===== src/rtl/zsm_pkg.sv =====
`default_nettype none

package zsm_pkg;

    localparam int WINDOW = 5;
    localparam int DATA_W = 16;
    localparam int AGE_W  = (WINDOW > 1) ? $clog2(WINDOW) : 1;
    localparam int IDX_W  = AGE_W;
    localparam int CNT_W  = $clog2(WINDOW + 1);

    typedef struct packed {
        logic              valid;
        logic [DATA_W-1:0] value;
        logic [AGE_W-1:0]  age;
    } t_entry;

    // what a cell shows its neighbors
    typedef struct packed {
        t_entry ent;
        logic   surv;
        logic   gt;
        logic   del_le;
    } t_link;

endpackage

`default_nettype wire


===== src/rtl/zsm_cell.sv =====
`default_nettype none

module zsm_cell import zsm_pkg::*; (
    input  wire logic              i_clk,
    input  wire logic              i_rst_n,
    input  wire logic              i_step,
    input  wire logic [DATA_W-1:0] i_x,
    input  wire logic              i_ins,
    input  wire logic              i_slot_open,
    input  wire t_link             i_left,
    input  wire t_link             i_right,
    output t_link                  o_link,
    output t_entry                 o_next
);

    t_entry r_ent;
    t_entry n_ent;
    logic   w_exp;
    logic   w_take_r;
    logic   w_keep;
    logic   w_take_l;

    always_comb begin
        w_exp         = r_ent.valid && (r_ent.age == AGE_W'(WINDOW - 1));
        o_link.ent    = r_ent;
        o_link.surv   = r_ent.valid && !w_exp;
        // with no new entry nothing sits above the insertion point
        o_link.gt     = i_ins && (r_ent.value > i_x);
        o_link.del_le = i_left.del_le | w_exp;

        // survivor above the deleted entry and not above the new one moves down
        w_take_r = i_right.surv && o_link.del_le && !i_right.gt;
        w_keep   = o_link.surv && (i_left.del_le == o_link.gt);
        // survivor above the new one with no deletion below moves up
        w_take_l = i_left.surv && i_left.gt && !i_left.del_le;

        n_ent       = r_ent;
        n_ent.valid = 1'b0;
        if (w_take_r) begin
            n_ent     = i_right.ent;
            n_ent.age = i_right.ent.age + AGE_W'(1);
        end else if (w_keep) begin
            n_ent.valid = 1'b1;
            n_ent.age   = r_ent.age + AGE_W'(1);
        end else if (w_take_l) begin
            n_ent     = i_left.ent;
            n_ent.age = i_left.ent.age + AGE_W'(1);
        end else if (i_ins && i_slot_open) begin
            n_ent.valid = 1'b1;
            n_ent.value = i_x;
            n_ent.age   = '0;
        end
        o_next = n_ent;
    end

    always_ff @(posedge i_clk) begin
        if (!i_rst_n) begin
            r_ent.valid <= 1'b0;
        end else if (i_step) begin
            r_ent <= n_ent;
        end
    end

endmodule

`default_nettype wire


===== config.mk =====
export PLATFORM = sky130hd
export DESIGN_NAME = zsm_cell
export DESIGN_NICKNAME = d
export VERILOG_FILES = /design/src/rtl/zsm_pkg.sv /design/src/rtl/zsm_cell.sv
export SDC_FILE = /design/constraint.sdc
export NUM_CORES = 1
export LEC_CHECK = 0
export BUFFER_PORTS_ARGS = -buffer_cell sky130_fd_sc_hd__buf_2
export CORE_MARGIN = 5
export CORE_UTILIZATION = 25
export CTS_BUF_LIST = sky130_fd_sc_hd__clkbuf_8
export CTS_CLUSTER_SIZE = 25
export DETAILED_ROUTE_END_ITERATION = 16
export PLACE_DENSITY_LB_ADDON = 0.05
export SLEW_MARGIN = 20
export SYNTH_ARGS = -nofsm -noshare
export SYNTH_HDL_FRONTEND = slang
export SYNTH_SLANG_ARGS = --single-unit
export TNS_END_PERCENT = 50

===== constraint.sdc =====
create_clock -name i_clk -period 6.65 [get_ports i_clk]
set_input_delay 1.33 -clock i_clk [delete_from_list [all_inputs] [get_ports i_clk]]
set_output_delay 1.33 -clock i_clk [all_outputs]
set_load 0.05 [all_outputs]

* After elaboration in Yosys (flattened, before gate mapping)
Cells that the tools add are included.
** Cells by class
- Bitwise gates (word level) :: 1
- Multiplexer cells :: 6
- Equality and inequality tests :: 2
- $add $sub $neg :: 3
- Order comparisons :: 1
- Reduce and logical (&&, ||, !) cells :: 13
** Operators by type and width (number)
- 2-to-1 mux 20 bit :: 3
- greater-than comparator 16 bit :: 1
- 2-to-1 mux 16 bit :: 1
- adder 3 x 1 -> 3 bit (second input constant) :: 3
- logical AND 1 bit :: 9
- == test 3 bit (second input constant) :: 1
- zero test 1 bit :: 3
- 2-to-1 mux 3 bit :: 1
- AND reduction 2 bit :: 1
- == test 1 bit :: 1
- 2-to-1 mux 1 bit :: 1
- bitwise OR 1 bit :: 1
** Word-level totals
- Register bits after elaboration :: 20
- Word-level logic and storage cells :: 29
- Output and inout port bits :: 43

* Depth between registers and ports, before layout
- Depth in word-level cells :: 7
- Depth in mapped cells :: 10

* Least setup slack after synthesis
No wires, ideal clock.
- Kind :: in2out
- Start :: input port i_x[15]
- End :: output port o_next[12] (netlist bit)
- Setup slack :: 1029 ps
- Data arrival time :: 4291 ps
- Cell stages on the path :: 9
- Buffers on the path :: 1
- Path through :: inv_1 -> ha_1 -> nand4_4 -> a2111o_1 -> a311oi_4 -> o311a_4 -> buf_6 -> o211ai_1 -> a31oi_1
** RTL lines
- from (decl) :: line zsm_cell.sv:7 : input wire logic [DATA_W-1:0] i_x,
- to (decl) :: line zsm_cell.sv:13 : output t_entry o_next

==> out/qor.txt <==
YS warnings = 0
Avg Inst Size Synth = 8.35 µm²
synthesized area = 1970 µm²
met3 WL = 455 µm
Crit-path slowest cell = o311ai_4
maxcap violations = 0
Max Freq = 180 MHz
clock latency on the worst-skew pair = 270 ps
metal2 WL = 3240 µm
Final Cycle Share = 0.836
commonest non-fill, non-tap cell in the layout = buf_2
sequential area share after synthesis = 0.300
crit-path leading delay family = compound AO/OA/AOI/OAI gates
Initial Util = 0.256
final slew viol count = 0
largest net degree at the start of global routing = 41
maximum VDD drop = 0.0935 mV
Final Critical Period = 5560 ps
Multi-input gate area = 1210 µm²
worst-margin pin slew = 1060 ps
drt pass-1 iters = 4
initial antenna violation count = 0
fraction of registers with async set/reset = 0
vias = 2,081
setup TNS = 0 ps
Setup crit start kind = input pin
cts repair resizes = 0
CTS tree = built
gr usage total = 0.133
hold_buf cts = 0
fraction of layout cells with a size suffix above 1 = 0.365
critical path class = in2out
leakage power = 0.00123 µW
Buf+Inv Stages, Crit Path = 3
Reg area = 591 µm²
Die Wd = 98.8 µm
area grow syn2layout = 33.6%
Post-synth EDFFs = 19
vias per cell = 4.74
Distinct cells, synth = 37
routability cong. = 0.762
initial DRC count = 58
Final setup viols = 0
Post-route DRC = 0
fillers = 874
final hold vios = 0
cts bufs inserted = 3
Reg clk slew, reported paths = 100 ps
RSZ-0062 raised after global routing = no
H-tree Lvls = 1
crit path DAT = 4230 ps
Post-CTS Setup Repair Bufs = 0
row count = 32
status = finished, final reports clean
PD cells = 191 nW/µm²
Mapped Cells = 236
relative slew slack = 0.289
Clock Sink Count = 20
WL per Instance = 15.0 µm
CTS Root Cell = clkbuf_8
DRT met1 WL = 2870 µm
CTS Buffer Depth = 2
worst path cell trace = buf_2, inv_1, ha_1, a21oi_1, nor2b_1, o21ai_0, a311oi_4, o311ai_4, nand2_1, a31oi_1, buf_2
vias in the first global route = 2,126
IO buf count = 108
Top Metal Used = met4
diode count = 0
Overflow after GRT = 0
I/O pin cnt = 110
max reg flops = 20
dominant synthesized flop cell = edfxtp_1
crit-path max cell delay = 890 ps
most frequent CP cell = buf_2
Die H = 98.8 µm
global-route wire length before repair = 10,600 µm
post-route ant nets = 0
nets = 425
Worst setup EP type = primary output
CP max FO = 19
DIE AREA = 9760 µm²
clock skew = 17.7 ps
Total Power = 502 µW
Syn Nets = 323
Hold Path Class = reg2reg
commonest cells after routing, fill and taps aside = 108 x buf_2, 40 x nand2_1, 32 x o211ai_1
Core Footprint = 7690 µm²
post-DP HPWL = 4960 µm
final wirelength = 6600 µm
WP data required = 5320 ps
flops & latches, synth = 20
synthesized netlist by cell type, drive strengths merged (4+ instances only):
library cell  instances  area [µm²]
a31oi                16         100
nor2                 22        82.6
inv                  23        86.3
nand3                 5        25.0
a21oi                 6        30.0
nand4                 4        40.0
o211ai               32         240
edfxtp               19         571
buf                   9        60.1
clkbuf                4        15.0
o21ai                 9        45.0
nand2                40         150
ha                   20         250
worst reg2reg max path, cell delays in order (launching register included):
cell,delay (ps)
edfxtp_1,440
ha_1,350
a21oi_1,140
nor2b_1,60
o21ai_0,430
a311oi_4,200
o311ai_4,890
nand2_1,120
a31oi_1,290
worst paths after layout:
kind,start,to,slack [ps],depth (start not counted)
worst max-delay path,i_x[13],o_next[8],1090,11
worst min-delay path,o_link[22],o_link[22],540,2
worst max register to register,o_link[19],o_link[11],3530,8
worst min register to register,o_link[22],o_link[22],540,2
routing by layer:
layer  GRT usage  vias to the layer above
met5           0                        -
met4      0.0158                        0
met1       0.163                      941
met3      0.0375                        2
li1            -                     1076
met2       0.237                       62
metrics by stage:
stage	setup WS, ps	std cells	instance area [µm²]	hold slack, ps	utilization
after floorplan	1030	236	1970	736	-
after global placement	1080	435	2580	531	0.335
after detailed placement	1080	435	2580	532	0.335
after CTS	1080	439	2630	550	0.342
after global routing	796	439	2630	583	0.342
final	1090	439	2630	541	0.342
kinds of logic (layout without fill, tap and decap cells):
logic type / after synthesis / in the layout / share of synthesized area
AO/OA/AOI/OAI: 75 / 75 / 0.287
buffers and inverters: 37 / 138 / 0.0863
AND/OR/NAND/NOR: 81 / 81 / 0.187
adder cells (fa/ha/maj): 20 / 20 / 0.127
XOR/XNOR: 3 / 3 / 0.0133
flip-flops: 20 / 20 / 0.300
cell type report:
class                   count  area share
well taps                 102      0.0485
flip-flops and latches     20       0.224
inverters                  23      0.0328
clock buffers               4      0.0209
repair buffers            111       0.214
multi-input cells         179       0.460
report_power, final:
| part | internal, µW | switching, µW | leakage, µW | total, µW |
|---|---|---|---|---|
| combinational | 69.4 | 169 | 0.00101 | 239 |
| clock | 52.9 | 50.3 | 0.0000288 | 103 |
| sequential | 151 | 8.56 | 0.000187 | 160 |
| total | 273 | 228 | 0.00123 | 502 |
Power figures use the tool's default switching activity.
